[src/design/fup_pkg.sv]
package fup_pkg;

   // result codes
   typedef enum logic [3:0] {
      EV_READY_SIZE   = 4'd0,
      EV_ERASE_REQ    = 4'd1,
      EV_READY_DATA   = 4'd2,
      EV_PROGRAM_WORD = 4'd3,
      EV_CHUNK_ACK    = 4'd4,
      EV_READY_END    = 4'd5,
      EV_COMPLETE     = 4'd6,
      EV_BAD_HEADER   = 4'd7,
      EV_BAD_SIZE     = 4'd8,
      EV_ERASE_ERR    = 4'd9,
      EV_WRITE_ERR    = 4'd10,
      EV_BAD_END      = 4'd11,
      EV_READY_HEADER = 4'd12
   } event_type;

   typedef enum logic [2:0] {
      PH_HDR1 = 3'd0,
      PH_HDR2 = 3'd1,
      PH_SIZE = 3'd2,
      PH_DATA = 3'd3,
      PH_END  = 3'd4
   } phase_type;

   localparam int CSR_INDEX_WIDTH = 2;
   localparam logic [CSR_INDEX_WIDTH-1:0] CSR_MAX_IMAGE = 2'd0;
   localparam logic [CSR_INDEX_WIDTH-1:0] CSR_BASE_ADDR = 2'd1;

   localparam logic [23:0] MAX_IMAGE_RESET = 24'd475136;
   localparam logic [31:0] BASE_ADDR_RESET = 32'h0800_C000;
   localparam logic [7:0]  HDR1_BYTE = 8'hAA;
   localparam logic [7:0]  HDR2_BYTE = 8'h55;
   localparam logic [7:0]  END_BYTE  = 8'h5A;

   localparam int QUEUE_DEPTH = 2;

   // results caused by one byte, up to three
   typedef struct packed {
      logic [1:0]            cnt;
      event_type [2:0]       ev;
      logic [31:0]           addr;
      logic [31:0]           data;
   } desc_type;

   typedef struct packed {
      logic full;
      logic empty;
   } queue_status_type;

endpackage

[src/design/fup_front.sv]
module fup_front
   import fup_pkg::*;
#(
   parameter int CHUNK_BYTES = 512
) (
   input  logic                       clock,
   input  logic                       reset,
   input  logic                       req_valid,
   output logic                       req_ready,
   input  logic [7:0]                 req_rx_byte,
   input  logic                       req_flash_fail,
   input  logic                       csr_valid,
   input  logic [CSR_INDEX_WIDTH-1:0] csr_index,
   input  logic [31:0]                csr_wdata,
   input  queue_status_type           q_status,
   output logic                       push,
   output desc_type                   push_desc
);

   localparam int OFF_W = $clog2(CHUNK_BYTES);
   localparam logic [OFF_W-1:0] OFF_LAST = OFF_W'(CHUNK_BYTES - 1);

   phase_type        phase_ff, phase_in;
   logic [1:0]       cnt_ff, cnt_in;
   logic [23:0]      sa_ff, sa_in;
   logic [23:0]      isz_ff, isz_in;
   logic [23:0]      bw_ff, bw_in;
   logic [23:0]      wa_ff, wa_in;
   logic [OFF_W-1:0] off_ff, off_in;
   logic [23:0]      max_ff;
   logic [31:0]      base_ff;

   logic        accept;
   desc_type    d;
   logic [1:0]  fill;
   logic [23:0] after;
   logic        chunk_end, image_end, word_end;
   logic [31:0] word;

   assign req_ready = !q_status.full;
   assign accept    = req_valid && req_ready;
   assign push      = accept && (d.cnt != 2'd0);
   assign push_desc = d;

   assign fill      = off_ff[1:0];
   assign after     = bw_ff + 24'd1;
   assign chunk_end = (off_ff == OFF_LAST);
   assign image_end = (after >= isz_ff);
   assign word_end  = (fill == 2'd3) || chunk_end || image_end;

   always_comb begin
      phase_in = phase_ff;
      cnt_in   = cnt_ff;
      sa_in    = sa_ff;
      isz_in   = isz_ff;
      bw_in    = bw_ff;
      wa_in    = wa_ff;
      off_in   = off_ff;
      word     = {8'hFF, wa_ff};
      word[{fill, 3'b000} +: 8] = req_rx_byte;
      d.cnt    = 2'd0;
      d.ev[0]  = EV_READY_HEADER;
      d.ev[1]  = EV_READY_HEADER;
      d.ev[2]  = EV_READY_HEADER;
      d.addr   = 32'd0;
      d.data   = 32'd0;
      case (phase_ff)
         PH_HDR1: begin
            if (req_rx_byte == HDR1_BYTE) begin
               phase_in = PH_HDR2;
            end
         end
         PH_HDR2: begin
            if (req_rx_byte == HDR2_BYTE) begin
               d.cnt    = 2'd1;
               d.ev[0]  = EV_READY_SIZE;
               cnt_in   = 2'd0;
               sa_in    = 24'd0;
               phase_in = PH_SIZE;
            end else begin
               d.cnt   = 2'd2;
               d.ev[0] = EV_BAD_HEADER;
               phase_in = PH_HDR1;
            end
         end
         PH_SIZE: begin
            if (cnt_ff != 2'd3) begin
               sa_in[{cnt_ff, 3'b000} +: 8] = sa_ff[{cnt_ff, 3'b000} +: 8] | req_rx_byte;
               cnt_in = cnt_ff + 2'd1;
            end else if (req_rx_byte != 8'd0 || sa_ff == 24'd0 || sa_ff > max_ff) begin
               d.cnt    = 2'd2;
               d.ev[0]  = EV_BAD_SIZE;
               phase_in = PH_HDR1;
            end else if (req_flash_fail) begin
               d.cnt    = 2'd3;
               d.ev[0]  = EV_ERASE_REQ;
               d.ev[1]  = EV_ERASE_ERR;
               phase_in = PH_HDR1;
            end else begin
               d.cnt    = 2'd2;
               d.ev[0]  = EV_ERASE_REQ;
               d.ev[1]  = EV_READY_DATA;
               isz_in   = sa_ff;
               cnt_in   = 2'd0;
               bw_in    = 24'd0;
               off_in   = '0;
               wa_in    = 24'hFF_FFFF;
               phase_in = PH_DATA;
            end
         end
         PH_DATA: begin
            bw_in  = after;
            off_in = chunk_end ? '0 : off_ff + OFF_W'(1);
            if (!word_end) begin
               wa_in[{fill, 3'b000} +: 8] = req_rx_byte;
            end else begin
               d.ev[0] = EV_PROGRAM_WORD;
               d.addr  = base_ff + {8'd0, bw_ff - {22'd0, fill}};
               d.data  = word;
               wa_in   = 24'hFF_FFFF;
               if (req_flash_fail) begin
                  d.cnt    = 2'd3;
                  d.ev[1]  = EV_WRITE_ERR;
                  phase_in = PH_HDR1;
               end else if (image_end) begin
                  d.cnt    = 2'd3;
                  d.ev[1]  = EV_CHUNK_ACK;
                  d.ev[2]  = EV_READY_END;
                  phase_in = PH_END;
               end else if (chunk_end) begin
                  d.cnt   = 2'd2;
                  d.ev[1] = EV_CHUNK_ACK;
               end else begin
                  d.cnt = 2'd1;
               end
            end
         end
         PH_END: begin
            d.cnt    = 2'd2;
            d.ev[0]  = (req_rx_byte == END_BYTE) ? EV_COMPLETE : EV_BAD_END;
            phase_in = PH_HDR1;
         end
         default: begin
            d.cnt    = 2'd1;
            phase_in = PH_HDR1;
         end
      endcase
      // every error and frame end drops back to header hunting
      if (phase_ff != PH_HDR1 && phase_in == PH_HDR1) begin
         cnt_in = 2'd0;
         sa_in  = 24'd0;
         isz_in = 24'd0;
         bw_in  = 24'd0;
         off_in = '0;
         wa_in  = 24'hFF_FFFF;
      end
   end

   always_ff @(posedge clock) begin
      if (reset) begin
         phase_ff <= PH_HDR1;
         cnt_ff   <= 2'd0;
         sa_ff    <= 24'd0;
         isz_ff   <= 24'd0;
         bw_ff    <= 24'd0;
         wa_ff    <= 24'hFF_FFFF;
         off_ff   <= '0;
         max_ff   <= MAX_IMAGE_RESET;
         base_ff  <= BASE_ADDR_RESET;
      end else begin
         if (accept) begin
            phase_ff <= phase_in;
            cnt_ff   <= cnt_in;
            sa_ff    <= sa_in;
            isz_ff   <= isz_in;
            bw_ff    <= bw_in;
            wa_ff    <= wa_in;
            off_ff   <= off_in;
         end
         if (csr_valid && csr_index == CSR_MAX_IMAGE) begin
            max_ff <= csr_wdata[23:0];
         end
         if (csr_valid && csr_index == CSR_BASE_ADDR) begin
            base_ff <= csr_wdata;
         end
      end
   end

endmodule

[src/design/fup_queue.sv]
module fup_queue
   import fup_pkg::*;
(
   input  logic             clock,
   input  logic             reset,
   input  logic             push,
   input  desc_type         push_desc,
   input  logic             pop,
   output desc_type         pop_desc,
   output queue_status_type q_status
);

   localparam int PTR_W = (QUEUE_DEPTH > 1) ? $clog2(QUEUE_DEPTH) : 1;
   localparam int CNT_W = $clog2(QUEUE_DEPTH + 1);
   localparam logic [PTR_W-1:0] PTR_LAST = PTR_W'(QUEUE_DEPTH - 1);
   localparam logic [CNT_W-1:0] CNT_FULL = CNT_W'(QUEUE_DEPTH);

   desc_type         slot_ff [QUEUE_DEPTH];
   logic [PTR_W-1:0] wr_ff, wr_in, rd_ff, rd_in;
   logic [CNT_W-1:0] cnt_ff, cnt_in;

   assign q_status.full  = (cnt_ff == CNT_FULL);
   assign q_status.empty = (cnt_ff == '0);
   assign pop_desc       = slot_ff[rd_ff];

   always_comb begin
      wr_in  = wr_ff;
      rd_in  = rd_ff;
      cnt_in = cnt_ff;
      if (push) begin
         wr_in = (wr_ff == PTR_LAST) ? '0 : wr_ff + PTR_W'(1);
      end
      if (pop) begin
         rd_in = (rd_ff == PTR_LAST) ? '0 : rd_ff + PTR_W'(1);
      end
      if (push && !pop) begin
         cnt_in = cnt_ff + CNT_W'(1);
      end else if (pop && !push) begin
         cnt_in = cnt_ff - CNT_W'(1);
      end
   end

   always_ff @(posedge clock) begin
      if (reset) begin
         wr_ff  <= '0;
         rd_ff  <= '0;
         cnt_ff <= '0;
      end else begin
         wr_ff  <= wr_in;
         rd_ff  <= rd_in;
         cnt_ff <= cnt_in;
      end
   end

   always_ff @(posedge clock) begin
      if (push) begin
         slot_ff[wr_ff] <= push_desc;
      end
   end

endmodule

[src/design/fup_back.sv]
module fup_back
   import fup_pkg::*;
(
   input  logic             clock,
   input  logic             reset,
   input  queue_status_type q_status,
   input  desc_type         pop_desc,
   output logic             pop,
   output logic             rsp_valid,
   input  logic             rsp_ready,
   output logic [3:0]       rsp_event_res,
   output logic [31:0]      rsp_flash_address,
   output logic [31:0]      rsp_program_data,
   output logic             rsp_last
);

   desc_type   cur_ff;
   logic       busy_ff, busy_in;
   logic [1:0] idx_ff, idx_in;
   event_type  ev;

   assign ev                = cur_ff.ev[idx_ff];
   assign rsp_valid         = busy_ff;
   assign rsp_event_res     = ev;
   assign rsp_last          = (idx_ff == cur_ff.cnt - 2'd1);
   assign rsp_flash_address = (ev == EV_PROGRAM_WORD) ? cur_ff.addr : 32'd0;
   assign rsp_program_data  = (ev == EV_PROGRAM_WORD) ? cur_ff.data : 32'd0;
   assign pop = !q_status.empty && (!busy_ff || (rsp_ready && rsp_last));

   always_comb begin
      busy_in = busy_ff;
      idx_in  = idx_ff;
      if (busy_ff && rsp_ready) begin
         if (rsp_last) begin
            busy_in = 1'b0;
         end else begin
            idx_in = idx_ff + 2'd1;
         end
      end
      if (pop) begin
         busy_in = 1'b1;
         idx_in  = 2'd0;
      end
   end

   always_ff @(posedge clock) begin
      if (reset) begin
         busy_ff <= 1'b0;
         idx_ff  <= 2'd0;
      end else begin
         busy_ff <= busy_in;
         idx_ff  <= idx_in;
      end
   end

   always_ff @(posedge clock) begin
      if (pop) begin
         cur_ff <= pop_desc;
      end
   end

endmodule

[src/design/firmware_upload_frame_parser.sv]
// channel | direction | ports                                         | moves
// req     | in        | req_valid/ready, rx_byte, flash_fail          | one received byte
// rsp     | out       | rsp_valid/ready, event_res, flash_address,    | one result word
//         |           | program_data, last                            |
// csr     | in        | csr_valid/ready, csr_index, csr_wdata         | one register write
//
// a byte is parsed in the cycle it is accepted; its results (zero to three) go
// into a two-entry queue as one entry, so req_ready only drops while the queue is full
// the result side drains one word per cycle while rsp_ready is high, so a byte puts zero to three
// words on rsp, set by the count of results that it causes
// reset (synchronous) restores both registers and sends the parser to header hunting
// rsp stalls back up into the queue and then into req; csr is always ready
module firmware_upload_frame_parser
   import fup_pkg::*;
#(
   parameter int CHUNK_BYTES = 512
) (
   input  logic                       clock,
   input  logic                       reset,
   input  logic                       req_valid,
   output logic                       req_ready,
   input  logic [7:0]                 req_rx_byte,
   input  logic                       req_flash_fail,
   output logic                       rsp_valid,
   input  logic                       rsp_ready,
   output logic [3:0]                 rsp_event_res,
   output logic [31:0]                rsp_flash_address,
   output logic [31:0]                rsp_program_data,
   output logic                       rsp_last,
   input  logic                       csr_valid,
   output logic                       csr_ready,
   input  logic [CSR_INDEX_WIDTH-1:0] csr_index,
   input  logic [31:0]                csr_wdata
);

   queue_status_type q_status;
   logic             push, pop;
   desc_type         push_desc, pop_desc;

   // registers take a write in any cycle
   assign csr_ready = 1'b1;

   // front: header, size and data parsing, word packing
   fup_front #(
      .CHUNK_BYTES(CHUNK_BYTES)
   ) u_front (
      .clock         (clock),
      .reset         (reset),
      .req_valid     (req_valid),
      .req_ready     (req_ready),
      .req_rx_byte   (req_rx_byte),
      .req_flash_fail(req_flash_fail),
      .csr_valid     (csr_valid),
      .csr_index     (csr_index),
      .csr_wdata     (csr_wdata),
      .q_status      (q_status),
      .push          (push),
      .push_desc     (push_desc)
   );

   // queue of per-byte result groups
   fup_queue u_queue (
      .clock    (clock),
      .reset    (reset),
      .push     (push),
      .push_desc(push_desc),
      .pop      (pop),
      .pop_desc (pop_desc),
      .q_status (q_status)
   );

   // back: serializes each group onto rsp
   fup_back u_back (
      .clock            (clock),
      .reset            (reset),
      .q_status         (q_status),
      .pop_desc         (pop_desc),
      .pop              (pop),
      .rsp_valid        (rsp_valid),
      .rsp_ready        (rsp_ready),
      .rsp_event_res    (rsp_event_res),
      .rsp_flash_address(rsp_flash_address),
      .rsp_program_data (rsp_program_data),
      .rsp_last         (rsp_last)
   );

   // ready_header always closes a byte's results
   a_hdr_last: assert property (@(posedge clock) disable iff (reset)
      (rsp_valid && rsp_event_res == EV_READY_HEADER) |-> rsp_last)
      else $error("ready_header not marked last");

   // a group is not cut short: after a non-last word another follows
   a_group_cont: assert property (@(posedge clock) disable iff (reset)
      (rsp_valid && rsp_ready && !rsp_last) |=> rsp_valid)
      else $error("result group broken off");

   // address and data are zero outside program words
   a_zero_payload: assert property (@(posedge clock) disable iff (reset)
      (rsp_valid && rsp_event_res != EV_PROGRAM_WORD)
         |-> (rsp_flash_address == 32'd0 && rsp_program_data == 32'd0))
      else $error("payload on non-program result");

   // no push into a full queue
   a_no_overflow: assert property (@(posedge clock) disable iff (reset)
      push |-> !q_status.full)
      else $error("result queue overflow");

endmodule

[config.mk]
export PLATFORM = sky130hd
export DESIGN_NAME = firmware_upload_frame_parser
export DESIGN_NICKNAME = d
export VERILOG_FILES = /design/src/design/fup_pkg.sv /design/src/design/fup_front.sv /design/src/design/fup_queue.sv /design/src/design/fup_back.sv /design/src/design/firmware_upload_frame_parser.sv
export SDC_FILE = /design/constraint.sdc
export NUM_CORES = 1
export LEC_CHECK = 0
export BUFFER_PORTS_ARGS = -buffer_cell sky130_fd_sc_hd__buf_4
export CORE_MARGIN = 2
export CORE_UTILIZATION = 55
export DETAILED_ROUTE_END_ITERATION = 12
export PLACE_DENSITY = 0.76
export SLEW_MARGIN = 10
export SYNTH_ARGS = -nofsm -noshare
export SYNTH_HDL_FRONTEND = slang
export SYNTH_SLANG_ARGS = --single-unit
[constraint.sdc]
create_clock -name clock -period 20.6 [get_ports clock]
set_input_delay 4.12 -clock clock [delete_from_list [all_inputs] [get_ports clock]]
set_output_delay 4.12 -clock clock [all_outputs]
set_load 0.02 [all_outputs]
# Yosys cells after proc, flatten, opt, wreduce, memory -nomap -nowiden
# Memories as Yosys holds them, arrays and structs flattened. A register that Yosys moved wholly into a read port is not among the register bits.
# Cells that the tools add are included.
# classes
addsub	13
n_lt_le_gt_ge	3
n_eq_ne	24
n_shift	7
n_mux	81
bitwise	2
reduce_logical	41
# ops
cell	count
$mux 24	17
$pmux 24 s2	3
$mux 78	1
$mux 32	2
$mux 64	1
$bwmux 24	2
$shift 8x7->24 const A	2
$shiftx 8x7->24	2
$mux 9	5
$mux 4	10
$add 32x24->32	1
$bwmux 32	1
$shift 8x7->32 const A	1
$shiftx 8x7->32	1
$mux 2	14
$add 24x1->24 const B	1
$ge 24x24->1	1
$gt 24x24->1	1
$logic_not 24->1	1
$shiftx 24x6->8	1
$sub 24x2->24	1
$mux 3	7
$pmux 9 s2	1
$eq 8x7->1 const B	2
other kinds (44)	92
# word_totals
regBits	173
ramBits	156
in_bits	48
output_inout_bits	72
wordCells	186
mem_count	1
# memory_table
memory	depth	word_bits	rd	rd_ports_with_merged_regs	wr	line_no	rtl
u_queue.slot_ff	2	78	1	1	1	fup_queue.sv:18	desc_type slot_ff [QUEUE_DEPTH];

# Longest topological paths before layout
# depth
depth_word	12
mapped_depth	23
depth_no_buf	22

# By module
# Synthesis repeated with hierarchy kept, for this count alone.
# unflattened
cells_unflattened	1958
area_unflattened_um2	20158.1
# by_module_without_submodules
mod	n_inst	cells_each	area_each_um2
fup_front	1	1505	11143.2
fup_queue	1	265	5913.2
fup_back	1	186	3090.5
firmware_upload_frame_parser	1	2	11.3

# Worst setup path after synthesis
# Ideal clock, no wire load.
# synth_path
kind	input to register
from	input req_rx_byte[1]
to	memory u_queue.slot_ff[0][0] (netlist bit) (enable)
setup_ns	0.520
arrival_ns	9.073
path_slack_ns	11.007
stages	10
n_path_buf	1
path_cell_list	clkbuf_1 > nor2_1 > nand4_1 > a31oi_1 > inv_1 > nor4_2 > nand2_1 > a21oi_1 > o31a_1 > nor2b_1
# synth_between
elab_chain_cells	10
elab_cells_between_ends	12
# synth_rtl
element	line_no	rtl
start: declaration	firmware_upload_frame_parser.sv:22	input logic [7:0] req_rx_byte,
$reduce_bool 8->1	fup_front.sv:90	end else if (req_rx_byte != 8'd0 || sa_ff == 24'd0 || sa_ff > max_ff) begin
$logic_or 1x1->1 (2 in a row)	fup_front.sv:90	
$mux 1	fup_front.sv:90	
$mux 2	fup_front.sv:87	if (cnt_ff != 2'd3) begin
$pmux 2 s5 (*)	fup_front.sv:67	case (phase_ff)
$reduce_bool 2->1 (*)	fup_front.sv:42	assign push = accept && (d.cnt != 2'd0);
$logic_and 1x1->1 (*)	fup_front.sv:42	
via push	firmware_upload_frame_parser.sv:37	logic push, pop;
$mux 1 (*)	fup_queue.sv:56	if (push) begin
$mux 1 (not written as such) (*)	fup_queue.sv:57	slot_ff[wr_ff] <= push_desc;
end: declaration	fup_queue.sv:18	
# The timed path passes the listed nets; every way through them passes the cells marked *.

# Worst setup path after layout
# layout_path
from	input req_rx_byte[0]
to	memory u_queue.slot_ff[0][19] (netlist bit) (enable)
# The elaborated chain is that of the path after synthesis.

==> impl_metrics.yaml <==
run_status:
  status: "complete, no violations"
critical_path:
  worstSetupEndpoint: "u_queue.slot_ff[0][19]$_DFFE_PP_"
  cp-startpoint: "req_rx_byte[0]"
  crit_path_cell_trace: "buf_4 > nor2_1 > nand4_1 > a31oi_1 > inv_1 > nor4_2 > nand2_1 > a21oi_1 > o31a_1 > nor2b_4 > buf_4"
  slowest_stage: "nor2b_4"
  rr_endpoint: "u_queue.slot_ff[0][19]$_DFFE_PP_"
  r2r_cells: 21
  rr_startpoint: "u_front.bw_ff[1]$_SDFFE_PP0P_"
  crit_type: "primary input to flip-flop"
  cp_max_fo: 45
  startpoint_type: "primary input"
  required_ps: 20770
  reg2reg_slack_ps: 14300
  worstPathArrival_ps: 7650
  end_kind: "flip-flop"
  path_common_cell: "buf_4"
  max_stage_delay_ps: 810
cells_and_area:
  most-common-layout-cells: "228 x edfxtp_1, 220 x nand2_1, 188 x a21oi_1"
  drive_above_1_share_pct: 15.7
  stdcell_area_um2: 22000
  antenna_cells: 0
  syn_to_final_growth_pct: 13.5
  nets: 2041
  final_common_cell: "edfxtp_1"
global_routing:
  grt_pass1_vias: 13400
  grt_max_degree: 103
  grt_pass1_wl_mm: 68.8
  antenna_found_initial: 0
  overflow: 0
  track_usage_pct: 23.4
logic_synthesis:
  syn_avg_cell_area_um2: 10.6
  yosysWarnings: 0
  ys_seq_area_share_pct: 53.2
  synth_flop_cell: "edfxtp_1"
  synth_top_area_share_pct: 35.3
  synth_nets: 1969
  synth_edf_count: 228
  synth-seq-cells: 401
  synthDistinctLibCells: 77
  async_reset_ff_share_pct: 0
  ys_top_cells_by_area: "edfxtp_1 35%, dfxtp_1 18%, ha_1 5.6%, a21oi_1 4.9%, mux2_2 4.4%"
  syn-cell-area_um2: 19400
  yosys.area.top_type: "edfxtp_1"
  netlist_instances: 1833
drt:
  drt_first_pass_iters: 6
  wl_per_cell_um: 17.9
  drc: 0
  vias_per_cell: 5.86
  ant_nets: 0
  vias: 14000
  wirelength_mm: 42.9
  drt_iter0_drc: 1042
cts:
  cts_setup_buffers: 0
  clock-root-buffer: "clkbuf_16"
  ctsHtreeMaxLevel: 2
  clk_pin_slew_worst_paths_ps: 50
  clock_sinks: 401
  cts_tree: "done"
  cts-buffers-inserted: 42
  clock_latency_ps: 540
  clockBufferDepth: 3
  cts_hold_buf: 0
  cts_resized: 0
place:
  place_area_um2: 20600
  dp_hpwl_mm: 29.4
  place_ws_ps: 12500
  place_congestion: 0.913
  io_buffer_count: 118
pwr:
  p_int_mw: 1.56
  power_frac_seq_pct: 48.2
  swShare_pct: 24.9
  peakVddDrop_uv: 90.6
  power_mw: 2.08
  p_sw_mw: 0.518
  power_density_nw_per_um2: 94.5
  pwr-share-clk_pct: 37.6
  combinationalPowerShare_pct: 14.2
  power.leakage_nw: 8.53
floorplanning:
  fp.coreArea_um2: 34600
  start_util_pct: 56.0
  io_pins: 120
  rows: 68
  die_w_um: 192
  die_area_um2: 36800
  die_h_um: 192
hold_path:
  min_path_type: "flip-flop to flip-flop"
timing:
  fmax_mhz: 134
  final.setup.worst_slack_ps: 13120
  drv_slew: 0
  setup_viol: 0
  worst_pin_slew_ps: 1270
  clock_skew_ps: 18.4
  fin_tns_setup_ps: 0
  finalHoldViolations: 0
  rsz0062_at_grt: "false"
  fin_crit_sh_pct: 36.3
  slew_headroom_pct: 13.9
  fin_crit_ps: 7480
run:
  drv_cap: 0
==> power by group through the flow <==
| stage | Clock [mW] | Sequential, mW | Combinational (mW) |
|---|---|---|---|
| CTS | 0.796 | 1.00 | 0.299 |
| detailed placement | 0 | 1.02 | 0.298 |
| global placement | 0 | 1.02 | 0.289 |
| floorplan | 0 | 0.999 | 0.223 |
| global route | 0.824 | 1.01 | 0.323 |
| finish | 0.782 | 1.00 | 0.295 |
==> cell type report <==
cell class | instances | area [um^2]
Clock inverter | 10 | 154
Timing Repair Buffer | 131 | 983
Fill cell | 2702 | 12600
Clock buffer | 67 | 1300
Tap cell | 455 | 569
Sequential cell | 401 | 10300
Inverter | 68 | 255
Multi-Input combinational cell | 1261 | 8430
==> critical path: cells and delay by family <==
family / cells / cell delay [ps]
AO/OA/AOI/OAI: 3 / 670
buffers and inverters: 3 / 880
AND/OR/NAND/NOR: 5 / 1920
==> through the flow <==
step,util [%],cells,hold WS [ps]
after global placement,59.4,2316,443
after detailed placement,59.4,2316,448
final,63.5,2393,456
after global routing,63.5,2393,471
after floorplan,-,1833,436
after CTS,63.5,2393,459
==> metal layers <==
| layer | vias up | track usage [%] | routed length, um |
|---|---|---|---|
| met5 | - | 0 | 0 |
| met4 | 0 | 8.14 | 1110 |
| met3 | 80 | 3.45 | 2480 |
| met2 | 440 | 38.5 | 20400 |
| met1 | 6778 | 31.8 | 18800 |
| li1 | 6719 | - | - |
==> state kept, by name (all words and copies together) (netlist names) <==
register	count
u_front.off_ff	9
u_front.wa_ff	24
u_queue.cnt_ff	2
u_queue.slot_ff	152
u_front.phase_ff	3
u_front.cnt_ff	2
u_back.idx_ff	2
u_queue.wr_ff	1
u_front.isz_ff	24
u_back.cur_ff	76
u_front.bw_ff	24
u_queue.rd_ff	1
u_front.base_ff	32
u_front.sa_ff	24
u_front.max_ff	24
u_back.rsp_valid	1
==> cells in the mapped netlist, drive strengths merged (39+ instances only) <==
library cell,count
mux2,77
and2,68
edfxtp,228
o21ai,60
ha,86
a21oi,191
inv,68
nand2,221
dfxtp,173
clkbuf,75
nor2,93
nor3,39
a22o,48
==> logic make-up (layout without fill, tap and decap cells) <==
logic type / Yosys count / count (layout) / synth area share [%]
fa+ha+maj: 88 / 88 / 5.76
flops: 401 / 401 / 53.2
mux: 91 / 91 / 5.20
buf+inv: 171 / 276 / 3.54
xor+xnor: 65 / 65 / 2.94
compound gates: 401 / 401 / 13.1
simple gates: 615 / 615 / 16.3
other cells: 1 / 1 / 0.0193
==> worst min path at each step <==
stage | start | to | slack [ps] | cells past startpoint
2_1_floorplan | u_front.off_ff[8]$_SDFFE_PP0P_ | u_front.off_ff[8]$_SDFFE_PP0P_ | 440 | 2
3_3_place_gp | u_front.wa_ff[11]$_SDFFE_PP1P_ | u_front.wa_ff[11]$_SDFFE_PP1P_ | 440 | 1
3_5_place_dp | u_front.max_ff[3]$_SDFFE_PP0P_ | u_front.max_ff[3]$_SDFFE_PP0P_ | 450 | 2
4_1_cts | u_front.max_ff[5]$_SDFFE_PP0P_ | u_front.max_ff[5]$_SDFFE_PP0P_ | 460 | 2
5_1_grt | u_front.max_ff[5]$_SDFFE_PP0P_ | u_front.max_ff[5]$_SDFFE_PP0P_ | 470 | 2
6_report | u_front.max_ff[10]$_SDFFE_PP0P_ | u_front.max_ff[10]$_SDFFE_PP0P_ | 460 | 2
Power figures use the tool's default switching activity.
